<file path="config.mk">
export PLATFORM = sky130hd
export DESIGN_NAME = smavg_regs
export DESIGN_NICKNAME = d
export VERILOG_FILES = /design/src/hw/rtl/smavg_pkg.sv /design/src/hw/rtl/smavg_regs.sv
export SDC_FILE = /design/constraint.sdc
export NUM_CORES = 1
export LEC_CHECK = 0
export ABC_CLOCK_PERIOD_IN_PS = 1250
export BUFFER_PORTS_ARGS = -buffer_cell sky130_fd_sc_hd__clkbuf_2
export CAP_MARGIN = 5
export CORE_UTILIZATION = 39
export CTS_BUF_LIST = sky130_fd_sc_hd__clkbuf_4 sky130_fd_sc_hd__clkbuf_8
export DETAILED_ROUTE_END_ITERATION = 8
export PLACE_DENSITY = 0.83
export SLEW_MARGIN = 30
export SYNTH_ARGS = -nofsm -noshare
export SYNTH_HDL_FRONTEND = slang
export SYNTH_SLANG_ARGS = --single-unit
</file>
<file path="constraint.sdc">
create_clock -name clk -period 1.25 [get_ports clk]
set_clock_uncertainty 0.1 [all_clocks]
set_input_delay 0.1875 -clock clk [delete_from_list [all_inputs] [get_ports clk]]
set_output_delay 0.1875 -clock clk [all_outputs]
set_load 0.01 [all_outputs]
</file>
<file path="src/hw/rtl/smavg_pkg.sv">
`timescale 1ns / 1ps
// Shared types, constants and control structs of the moving-average block.
package smavg_pkg;

  // Payload field widths.
  localparam int SAMPLE_W = 32;
  localparam int AVG_W    = 32;

  // Default sizing of the window store and the sample datapath.
  localparam int WINDOW_MAX_DEF  = 256;
  localparam int SAMPLE_BITS_DEF = 32;

  // Register file: one 9-bit window length register.
  localparam int WL_W      = 9;
  localparam int WL_RESET  = 5;
  localparam int APB_ADDR_W = 3;
  localparam int APB_DATA_W = 32;
  localparam int REG_IDX_W  = 1;
  localparam logic [REG_IDX_W-1:0] REG_WINDOW_LENGTH = 1'b0;

  // One request: a sample and the start-of-series flag.
  typedef struct packed {
    logic [SAMPLE_W-1:0] sample;
    logic                first_of_series;
  } smavg_req_t;

  // One result: the truncated window mean and its valid flag.
  typedef struct packed {
    logic [AVG_W-1:0] average;
    logic             valid_res;
  } smavg_res_t;

  // Commands from the controller to the datapath.
  typedef struct packed {
    logic capture;
    logic read_old;
    logic sub_old;
    logic add_new;
    logic div_start;
    logic div_step;
    logic out_load;
  } smavg_cmd_t;

  // Status from the datapath to the controller.
  typedef struct packed {
    logic full;
    logic out_free;
  } smavg_sts_t;

endpackage

</file>
<file path="src/hw/rtl/smavg_regs.sv">
`timescale 1ns / 1ps
// APB register file holding the window length and its clamped effective value.
module smavg_regs #(
  parameter int WINDOW_MAX = smavg_pkg::WINDOW_MAX_DEF,
  parameter int LEN_W      = $clog2(WINDOW_MAX + 1)
) (
  input  logic                              clk,
  input  logic                              rst,
  input  logic                              psel,
  input  logic                              penable,
  input  logic                              pwrite,
  input  logic [smavg_pkg::APB_ADDR_W-1:0]  paddr,
  input  logic [smavg_pkg::APB_DATA_W-1:0]  pwdata,
  output logic [smavg_pkg::APB_DATA_W-1:0]  prdata,
  output logic                              pready,
  output logic [LEN_W-1:0]                  len,
  output logic                              cfg_clear
);

  localparam int CW = (LEN_W > smavg_pkg::WL_W) ? LEN_W : smavg_pkg::WL_W;
  localparam int LEN_RST = (smavg_pkg::WL_RESET > WINDOW_MAX) ? WINDOW_MAX
                                                               : smavg_pkg::WL_RESET;

  logic [smavg_pkg::WL_W-1:0] window_length;
  logic [smavg_pkg::WL_W-1:0] wl_new;
  logic [CW-1:0]              wl_ext;
  logic [LEN_W-1:0]           len_new;
  logic                       wr_en;

  // Write strobe for the window length register.
  assign wr_en = psel && penable && pwrite &&
                 (paddr[smavg_pkg::APB_ADDR_W-1:2] == smavg_pkg::REG_WINDOW_LENGTH);
  assign wl_new = pwdata[smavg_pkg::WL_W-1:0];
  assign wl_ext = CW'(wl_new);

  // Zero means one sample; anything above the store depth saturates.
  always_comb begin
    if (wl_ext == '0) begin
      len_new = LEN_W'(1);
    end else if (wl_ext > CW'(WINDOW_MAX)) begin
      len_new = LEN_W'(WINDOW_MAX);
    end else begin
      len_new = LEN_W'(wl_ext);
    end
  end

  always_ff @(posedge clk) begin
    if (rst) begin
      window_length <= smavg_pkg::WL_W'(smavg_pkg::WL_RESET);
      len           <= LEN_W'(LEN_RST);
    end else if (wr_en) begin
      window_length <= wl_new;
      len           <= len_new;
    end
  end

  // A write to the window length also restarts the series.
  assign cfg_clear = wr_en;
  assign pready    = 1'b1;

  // Read back the register; other addresses read as zero.
  always_comb begin
    if (paddr[smavg_pkg::APB_ADDR_W-1:2] == smavg_pkg::REG_WINDOW_LENGTH) begin
      prdata = smavg_pkg::APB_DATA_W'(window_length);
    end else begin
      prdata = '0;
    end
  end

endmodule

</file>
Word level (Yosys, flattened, before mapping):

Cells that the tools add are included.

* flip-flop bits (word level): 18
* bits of input ports: 40
* output and inout port bits: 43
* word-level logic and storage cells: 11

* $lt $le $gt $ge: 1
* multiplexer cells: 3
* bitwise gates (word level): 1
* reductions and logical operators: 4

Operators by type and width (number)
* 2-to-1 mux 9 bit: 3
* > comparator 9 bit, second input constant: 1
* zero test 9 bit: 1
* logical AND 1 bit: 3
* inverter 1 bit: 1

Depth between registers and ports, before layout:

* word-level depth: 3
* depth in mapped cells: 5
* depth with buffers taken out: 4

Worst setup path after synthesis:

OpenSTA, ideal clock, no wires.

* path type: input-to-reg
* start point: in paddr[2] (netlist bit)
* end point: reg len[2]
* setup time: 120 ps
* arrival: 780 ps
* required time: 1030 ps
* slack: 250 ps
* cell stages on the path: 3
* buffers on the path: 1
* cell sequence: nand4b_4 > buf_6 > a211o_1

* longest elaborated chain between the ends: 2

RTL lines
* start: declaration: line smavg_regs.sv:12 `input logic [smavg_pkg::APB_ADDR_W-1:0] paddr,`
* inverter 1 bit
* logical AND 1 bit: line smavg_regs.sv:31 `assign wr_en = psel && penable && pwrite &&`
* end signal: assignment: line smavg_regs.sv:50 `len <= LEN_W'(LEN_RST);`
* end signal: assignment: line smavg_regs.sv:53 `len <= len_new;`
* end: declaration: line smavg_regs.sv:16 `output logic [LEN_W-1:0] len,`

Every way passes these cells.
A chain may end at the register's enable or synchronous reset.

Worst setup path in the final report:

* start point: in paddr[2] (netlist bit)
* end point: out cfg_clear

* longest elaborated chain between the ends: 2

RTL lines
* inverter 1 bit
* logical AND 1 bit: line smavg_regs.sv:31
* end: declaration: line smavg_regs.sv:17 `output logic cfg_clear`

Every way passes these cells.

==> metrics.md <==
| Metric | Value |
|---|---|
| Status | completed |
| Crit-path leading delay family | buffers and inverters |
| TritonCTS clock tree | built |
| Clock slew at reported path FFs | 0.09 ns |
| Drt total wl | 1.64 mm |
| # resized after CTS | 0 |
| Worst path bufs/invs | 3 |
| CTS H-Tree Depth | 1 |
| TritonRoute pass-1 iters | 3 |
| Crit path launch type | primary input |
| Post-Syn Instances | 114 |
| Die Area | 2660 sq um |
| DPL Wire Length | 1.34 mm |
| Critical Path End | cfg_clear |
| Grt ovf | 0 |
| Leak | 0.542 nW |
| Postcts setup bufs | 0 |
| # diodes | 0 |
| Wire per inst | 9.41 microns |
| Setup TNS | 0 ns |
| Final std cells w/o fill | 174 |
| Synth area leader | dfxtp_1 |
| Post-synth ARST share | 0% |
| Setup crit start | paddr[2] |
| Min cycle time layout | 1.17 ns |
| Inst Count DP | 171 |
| Die Y-Extent | 51.6 microns |
| Power per Cell Area | 945 nW/um^2 |
| Utilization after layout | 47.0% |
| Synth Warn # | 0 |
| IO buf count | 33 |
| CTS Buf Count | 3 |
| Final GP Congestion | 0.702 |
| Sequential fraction of the synthesis area | 37.5% |
| Netlist Area Pre-Place | 960 sq um |
| Clk Latency, worst-skew pair | 0.28 ns |
| Initial drt markers | 4 |
| # clock sinks | 18 |
| Vias in the first global route | 628 |
| Top-count cell post-synth | buf_4 |
| Antenna violations before repair | 0 |
| Largest cells by area after synthesis | dfxtp_1 (38%), buf_4 (20%), nand2_1 (9.0%), a21oi_1 (7.8%), and2b_1 (6.3%) |
| Post-synthesis cell type count | 21 |
| Largest net degree at the start of global routing | 20 |
| Crit path largest cell delay | 0.23 ns |
| I/O Pins | 83 |
| Worst R2R End | len[2] |
| Layout cell share with drive strength beyond 1 | 28.8% |
| Max VDD drop | 0.000469 V |
| Clock tree buffer depth | 2 |
| Largest fanout on the critical path | 15 |
| Post-route DRC | 0 |
| First-pass GRT wire length | 2.55 mm |
| RSZ-0062 raised after global routing | false |
| Synth cell count leaders | buf_4 (25), nand2_1 (23), dfxtp_1 (18), a21oi_1 (15) |
| Nets | 188 |
| R2R setup slack | 0.49 ns |
| Critical Path AT | 0.88 ns |
| HP Class | primary input to register |
| Synth-to-Final Area Change | 11.5% |
| Pins Over Slew Limit | 0 |
| Flop and latch count out of synthesis | 18 |
| GRT Overall Usage | 13.0% |
| Routed Antenna Nets | 0 |
| Final hold violation count | 0 |
| Vias/cell | 4.32 |
| Core ar. | 2280 sq um |
| Vias after detailed routing | 751 |
| EDFF count, synth | 0 |
| Ys flop type | dfxtp_1 |
| Top-area cell type share of the netlist area | 37.5% |
| Initial Utilization | 42.2% |
| Mapped Avg Cell Area | 8.42 sq um |
| Top cell by count, worst path | clkbuf_2 |
| Worst path depth | 4 |
| Maxcap violations | 0 |
| Die Span X | 51.6 microns |
| Placement row count | 17 |
| R2R depth | 1 |
| Critical R2R Launch | len[2] |
| F_max | 856 MHz |
| WS Path Type | primary input to output port |
| Clock Tree Root | clkbuf_4 |
| CP required | 0.96 ns |
| Worst path cell trace | clkbuf_2 -> nand4b_4 -> inv_2 -> clkbuf_2 |
| Worst path slowest cell | inv_2 |
| Final worst-path cycle share | 93.5% |
| Hold Buf Count CTS | 0 |
| Final setup vio count | 0 |
| Endpoint class of the critical path | output port |
[cell usage in the layout (no fill, tap or decap), drive strengths merged]
cell / synthesis / layout
nor3: 1 / 1
buf: 28 / 4
inv: 2 / 2
o41ai: 1 / 1
nor3b: 1 / 1
clkbuf: 1 / 35
a21oi: 15 / 15
dfxtp: 18 / 18
nand4b: 1 / 1
conb: 2 / 24
nor4: 1 / 1
nand2: 24 / 24
o31ai: 1 / 1
a211o: 1 / 1
nor2b: 1 / 1
nand3b: 8 / 8
and2b: 8 / 8
[worst min-delay path: cells and delay by family]
family | cells | cell delay [ns]
buffers and inverters | 1 | 0.09
and+or+nand+nor | 2 | 0.12
[final cells by class]
type,count,area (sq um)
clock buffer,3,22.5
fill,225,1210
inverter,2,7.51
multi-input combinational,87,457
sequential,18,360
tap,28,35.0
timing repair buffer,36,188
[worst min-delay path by stage]
stage                    from          endpoint  depth (start not counted)
floorplan           pwdata[8]            len[5]                          1
global placement    pwdata[0]  window_length[0]                          3
detailed placement  pwdata[0]  window_length[0]                          3
CTS                 pwdata[0]  window_length[0]                          3
global route        pwdata[5]  window_length[5]                          3
finish              pwdata[0]  window_length[0]                          3
[sequential cells by signal, indices dropped and copies added (netlist names)]
register and flops:
len 9, window_length 9
[through the flow]
stage	power (mW)	cell area [sq um]	hold WS [ns]	setup WS [ns]
floorplan	0.747	1040	0.189	0.250
global placement	0.744	1050	0.324	0.0878
detailed placement	0.747	1050	0.329	0.0712
CTS	1.02	1070	0.0265	0.0619
global route	1.06	1070	0.0236	0.00803
finish	1.01	1070	0.0320	0.0814
[logic make-up (layout without fill, tap and decap cells)]
logic type | count (synthesis) | count (layout) | share of synthesized area, %
simple gates | 45 | 45 | 27.8
compound gates | 18 | 18 | 10.4
buf+inv | 31 | 41 | 23.5
flops | 18 | 18 | 37.5
other cells | 2 | 24 | 0.783
[layer usage]
metal	up-vias	GRT usage (%)	part of all wire, %
met2	34	23.4	49
li1	390	-	-
met4	0	5.41	1.4
met3	3	4.97	7.9
met5	-	0	0
met1	324	13.3	41
[power by group]
group | internal, mW | switching (mW) | total [mW]
logic | 0.0508 | 0.0918 | 0.143
clock network | 0.112 | 0.166 | 0.278
registers | 0.585 | 0.00550 | 0.591
total | 0.748 | 0.263 | 1.01
(Power assumes the default switching activity.)
