`src/hw/rtl/smavg_pkg.sv`:
```
`timescale 1ns / 1ps
// Shared types, constants and control structs of the moving-average block.
package smavg_pkg;

  // Payload field widths.
  localparam int SAMPLE_W = 32;
  localparam int AVG_W    = 32;

  // Default sizing of the window store and the sample datapath.
  localparam int WINDOW_MAX_DEF  = 256;
  localparam int SAMPLE_BITS_DEF = 32;

  // Register file: one 9-bit window length register.
  localparam int WL_W      = 9;
  localparam int WL_RESET  = 5;
  localparam int APB_ADDR_W = 3;
  localparam int APB_DATA_W = 32;
  localparam int REG_IDX_W  = 1;
  localparam logic [REG_IDX_W-1:0] REG_WINDOW_LENGTH = 1'b0;

  // One request: a sample and the start-of-series flag.
  typedef struct packed {
    logic [SAMPLE_W-1:0] sample;
    logic                first_of_series;
  } smavg_req_t;

  // One result: the truncated window mean and its valid flag.
  typedef struct packed {
    logic [AVG_W-1:0] average;
    logic             valid_res;
  } smavg_res_t;

  // Commands from the controller to the datapath.
  typedef struct packed {
    logic capture;
    logic read_old;
    logic sub_old;
    logic add_new;
    logic div_start;
    logic div_step;
    logic out_load;
  } smavg_cmd_t;

  // Status from the datapath to the controller.
  typedef struct packed {
    logic full;
    logic out_free;
  } smavg_sts_t;

endpackage

```
`src/hw/rtl/smavg_ctrl.sv`:
```
`timescale 1ns / 1ps
// Controller: sequences read, sum update, division and result hand-off.
module smavg_ctrl #(
  parameter int SUM_W = smavg_pkg::SAMPLE_BITS_DEF + $clog2(smavg_pkg::WINDOW_MAX_DEF)
) (
  input  logic                   clk,
  input  logic                   rst,
  input  logic                   req_valid,
  output logic                   req_ready,
  output smavg_pkg::smavg_cmd_t  cmd,
  input  smavg_pkg::smavg_sts_t  sts
);

  localparam int CNT_W = $clog2(SUM_W);

  typedef enum logic [2:0] {
    S_IDLE,
    S_READ,
    S_SUB,
    S_ADD,
    S_CHECK,
    S_DIV,
    S_DONE
  } state_t;

  state_t           state;
  logic [CNT_W-1:0] cnt;

  // State register and divider step count.
  always_ff @(posedge clk) begin
    if (rst) begin
      state <= S_IDLE;
      cnt   <= '0;
    end else begin
      unique case (state)
        S_IDLE: begin
          if (req_valid) state <= S_READ;
        end
        S_READ:  state <= S_SUB;
        S_SUB:   state <= S_ADD;
        S_ADD:   state <= S_CHECK;
        S_CHECK: begin
          cnt   <= '0;
          state <= sts.full ? S_DIV : S_DONE;
        end
        S_DIV: begin
          cnt <= cnt + CNT_W'(1);
          if (cnt == CNT_W'(SUM_W - 1)) state <= S_DONE;
        end
        S_DONE: begin
          if (sts.out_free) state <= S_IDLE;
        end
        default: state <= S_IDLE;
      endcase
    end
  end

  // Command decode.
  always_comb begin
    cmd = '0;
    unique case (state)
      S_IDLE:  cmd.capture   = req_valid;
      S_READ:  cmd.read_old  = 1'b1;
      S_SUB:   cmd.sub_old   = 1'b1;
      S_ADD:   cmd.add_new   = 1'b1;
      S_CHECK: cmd.div_start = sts.full;
      S_DIV:   cmd.div_step  = 1'b1;
      S_DONE:  cmd.out_load  = sts.out_free;
      default: cmd = '0;
    endcase
  end

  assign req_ready = (state == S_IDLE);

  // Division only runs on a full window.
  a_div_full: assert property (@(posedge clk) disable iff (rst)
    (state == S_DIV) |-> sts.full)
    else $error("division started on a window that is not full");

endmodule

```
`config.mk`:
```
export PLATFORM = sky130hd
export DESIGN_NAME = smavg_ctrl
export DESIGN_NICKNAME = d
export VERILOG_FILES = /design/src/hw/rtl/smavg_pkg.sv /design/src/hw/rtl/smavg_ctrl.sv
export SDC_FILE = /design/constraint.sdc
export NUM_CORES = 1
export LEC_CHECK = 0
export BUFFER_PORTS_ARGS = -buffer_cell sky130_fd_sc_hd__buf_2
export CAP_MARGIN = 5
export CORE_UTILIZATION = 23
export CTS_CLUSTER_DIAMETER = 60
export DETAILED_ROUTE_END_ITERATION = 12
export SYNTH_ARGS = -nofsm -noshare
export SYNTH_HDL_FRONTEND = slang
export SYNTH_SLANG_ARGS = --single-unit
export TNS_END_PERCENT = 20
```
`constraint.sdc`:
```
create_clock -name clk -period 1.3 [get_ports clk]
set_input_delay 0.13 -clock clk [delete_from_list [all_inputs] [get_ports clk]]
set_output_delay 0.13 -clock clk [all_outputs]
set_load 0.01 [all_outputs]
```
# Word level (Yosys, flattened, before mapping)
# Index checks and enable logic that the tools add are counted.
[word_totals]
wordCells = 29
in_bits = 5
output_inout_bits = 8
regBits = 9
[classes]
n_mux = 13
reduce_logical = 3
n_addsub = 1
eq_ne = 10
[op_table]
columns = ["cell", "n"]
rows = [
  ["3-bit case mux with 7 select lines", 1],
  ["6-bit case mux with 2 select lines", 1],
  ["3-bit == test, second input constant", 3],
  ["3-bit two-way mux", 3],
  ["1-bit two-way mux", 7],
  ["6-bit by 1-bit adder with 6-bit output, second input constant", 1],
  ["3-bit by 2-bit == test with 1-bit output, second input constant", 2],
  ["6-bit == test, second input constant", 1],
  ["2-bit != test, second input constant", 3],
  ["3-bit by 1-bit == test with 1-bit output, second input constant", 1],
  ["3-bit zero test", 1],
  ["3-bit AND reduction", 1],
  ["2-bit two-way mux", 1],
  ["2-bit nonzero test", 1],
]

# Longest topological paths before layout
[depth]
depth_word = 3
ltp_mapped = 4
mapped_depth_nobuf = 4

# Worst setup path after synthesis
# Ideal clock, no wire load.
[synth_timing]
path_type = "register to output"
from = "register state[2]"
to = "output cmd[6] (netlist bit)"
arrival_time_ns = 1.100
stages_incl_launch_ff = 4
n_path_buf = 1
required_time_ns = 1.170
setup_slack_ns = 0.070
path_cell_list = "dfxtp_1 > clkbuf_1 > nor3_1 > and2_1"
[synth_lines]
columns = ["item", "line_no", "source"]
rows = [
  ["start, declared", "smavg_ctrl.sv:26", "state_t state;"],
  ["start signal, assigned", "smavg_ctrl.sv:44", "state <= sts.full ? S_DIV : S_DONE;"],
  ["end, declared", "smavg_ctrl.sv:10", "output smavg_pkg::smavg_cmd_t cmd,"],
]

==> flow_metrics.env <==
export IMPL_yosysWarnings=0
export IMPL_muxShareOfSynthArea_pct=3.79
export IMPL_worstSkewPairLatency_ns=0.27
export IMPL_nFillCells=234
export IMPL_postSynthCellCount=67
export IMPL_post_synth_top_count_cell="dfxtp_1"
export IMPL_tns_ns=0
export IMPL_hold_viol_final=0
export IMPL_dieArea_sq_um=2490
export IMPL_grtUsageTotal_pct=12.4
export IMPL_synth_compound_area_share_pct=18.0
export IMPL_worst_r2r_cell_count=3
export IMPL_antenna_found_initial=0
export IMPL_synth_area_leaders="dfxtp_1, a21oi_1, nand3b_1, nor2_1, nor3b_1"
export IMPL_pre_cts_ws_ns=0.0178
export IMPL_worstPathArrival_ns=1.15
export IMPL_synth_fa_ha_area_share_pct=2.37
export IMPL_synthTopCellsByCount="dfxtp_1, a21oi_1, nor2_1, nand2_1, clkbuf_1"
export IMPL_core_sq_um=2060
export IMPL_p_sw_mw=0.260
export IMPL_yosys_register_bits=9
export IMPL_antenna_cells=0
export IMPL_min_period_ns=1.28
export IMPL_hp_class="in2reg"
export IMPL_synth_top_area_share_pct=34.1
export IMPL_cts_hold_buf=0
export IMPL_fin_crit_sh_pct=98.1
export IMPL_final_nets=96
export IMPL_wire_per_inst_microns=11.0
export IMPL_grt_pass1_vias=506
export IMPL_hold_path_depth=2
export IMPL_syn_num_nets=73
export IMPL_ys_types=29
export IMPL_clockBufferDepth=2
export IMPL_synth_top_family_by_area="simple AND/OR/NAND/NOR gates"
export IMPL_synth_top_cell_by_area="dfxtp_1"
export IMPL_syn_area_sq_um=528
export IMPL_place_area_sq_um=672
export IMPL_via_per_inst=4.90
export IMPL_num_rows=16
export IMPL_synth_seq_area_share_pct=34.1
export IMPL_cts_tree="built"
export IMPL_worstSetupPathType="reg2out"
export IMPL_dr_pass1_iters=4
export IMPL_fmax_mhz=784
export IMPL_path_clk_slew_ns=0.06
export IMPL_area_growth_syn_to_layout_pct=42.2
export IMPL_wl_mm=1.28
export IMPL_htreeDepth=1
export IMPL_power_share_sequential_pct=37.0
export IMPL_reg2reg_setup_slack_ns=0.09
export IMPL_cts_made_buffers=3
export IMPL_place_congestion=0.780
export IMPL_synthSimpleGateAreaFrac_pct=37.4
export IMPL_swShare_pct=31.3
export IMPL_vias=568
export IMPL_relSlewSlack_pct=81.5
export IMPL_worstPathMaxFanout=7
export IMPL_ant_nets=0
export IMPL_setup_viol=0
export IMPL_synth_async_reset_ratio_pct=0
export IMPL_synth_ff_type="dfxtp_1"
export IMPL_synth_edf_count=0
export IMPL_globalRouteOverflowTotal=0
export IMPL_synth_xor_area_share_pct=0
export IMPL_grt_pass1_wl_mm=2.24
export IMPL_portBuffers=12
export IMPL_drc=0
export IMPL_grt_max_degree=16
export IMPL_cap_violations=0
export IMPL_final_cells=116
export IMPL_pwr_share_clk_pct=27.0
export IMPL_p_int_mw=0.571
export IMPL_setup_ws_ns=0.0246
export IMPL_final_area_sq_um=751
export IMPL_rsz0062_at_grt="yes"
export IMPL_dieWidth_microns=49.9
export IMPL_worst_pin_slew_ns=0.277
export IMPL_finalClockSkew_ns=0.00180
export IMPL_startpoint_type="register"
export IMPL_start_util_pct=25.6
export IMPL_dp_hpwl_microns=881
export IMPL_drive_gt1_share_pct=33.7
export IMPL_cp_end_kind="primary output"
export IMPL_outcome="complete, no violations"
export IMPL_syn_area_per_cell_sq_um=7.88
export IMPL_ioPinCount=13
export IMPL_place_inst=109
export IMPL_fin_util_pct=36.4
export IMPL_root_buffer="clkbuf_4"
export IMPL_power_density_nw_per_um2=1110
export IMPL_combPwrFrac_pct=36.0
export IMPL_drt_iter0_markers=9
export IMPL_peakVddDrop_v=0.000495
export IMPL_crit_required_ns=1.17
export IMPL_die_h_microns=49.9
export IMPL_leakage_nw=0.310
export IMPL_drv_slew=0
export IMPL_cts_sinks=9
[registers in the layout (all words and copies together), names as in the netlist]
register,count
state,3
cnt,6
[worst paths after layout]
check                   startpoint             endpoint
max          state[0]$_SDFFE_PP0P_               cmd[6]
min                            rst  cnt[2]$_SDFFE_PP0P_
max reg2reg  state[1]$_SDFFE_PP0P_  cnt[5]$_SDFFE_PP0P_
min reg2reg    cnt[1]$_SDFFE_PP0P_  cnt[1]$_SDFFE_PP0P_
[per-layer routing]
layer | global-route usage (%) | routed length (microns) | up-vias
li1 | - | - | 289
met1 | 14.6 | 578 | 253
met2 | 17.3 | 566 | 21
met3 | 5.86 | 95 | 5
met4 | 8.57 | 36 | 0
met5 | 0 | 0 | -
[per-stage QoR]
| step | power [mW] | hold slack, ns |
|---|---|---|
| 2_1_floorplan | 0.449 | 0.304 |
| 3_3_place_gp | 0.553 | 0.443 |
| 3_5_place_dp | 0.555 | 0.448 |
| 4_1_cts | 0.840 | 0.161 |
| 5_1_grt | 0.890 | 0.167 |
| 6_report | 0.831 | 0.164 |
[layout by cell type, fill, tap and decap left out, drive strengths merged]
cell type  instances
and2               1
nand2              5
a311oi             1
nor3b              3
a21oi              6
o21a               1
nand3b             3
nor4               1
o41ai              1
mux2i              2
and3b              1
dfxtp              9
nand3              2
o211ai             1
or2b               1
nand2b             3
nor2               6
o21ai              4
or4                2
nor2b              1
a31oi              2
nand4b             1
clkbuf             4
nor4bb             1
ha                 1
buf               22
inv                2
or3b               1
nor3               1
[power groups by stage]
stage | Clock (mW) | Combinational (mW) | Sequential [mW]
after CTS | 0.236 | 0.297 | 0.307
after global placement | 0 | 0.243 | 0.310
after global routing | 0.255 | 0.327 | 0.309
after floorplan | 0 | 0.136 | 0.313
after detailed placement | 0 | 0.245 | 0.310
final | 0.224 | 0.299 | 0.307
[area by class of cell]
| type | instances | area [sq um] | area share, % |
|---|---|---|---|
| repair buffers | 22 | 161 | 21.5 |
| clock buffers | 4 | 26.3 | 3.50 |
| flip-flops and latches | 9 | 183 | 24.3 |
| multi-input cells | 52 | 339 | 45.2 |
| inverters | 2 | 7.51 | 1.00 |
| well taps | 27 | 33.8 | 4.50 |
[kinds of logic after synthesis]
kind of cell,Yosys count
AND/OR/NAND/NOR,33
AO/OA/AOI/OAI,16
flip-flops,9
buffers and inverters,6
multiplexers,2
adder cells (fa/ha/maj),1
[critical path: stages (launching register included)]
cell and delay (ns):
dfxtp_2 0.34, buf_12 0.13, nor3_4 0.15, and2_1 0.14
buf_2 0.12
[what timing repair did]
action                                  in CTS  in global routing
gates cloned                                 0                  0
setup buffers                                3                  0
pin swaps                                    2                  2
endpoints found under the setup margin       4                  9
resized for setup                            4                  5
Note: power is estimated with default switching activity, not from simulation.
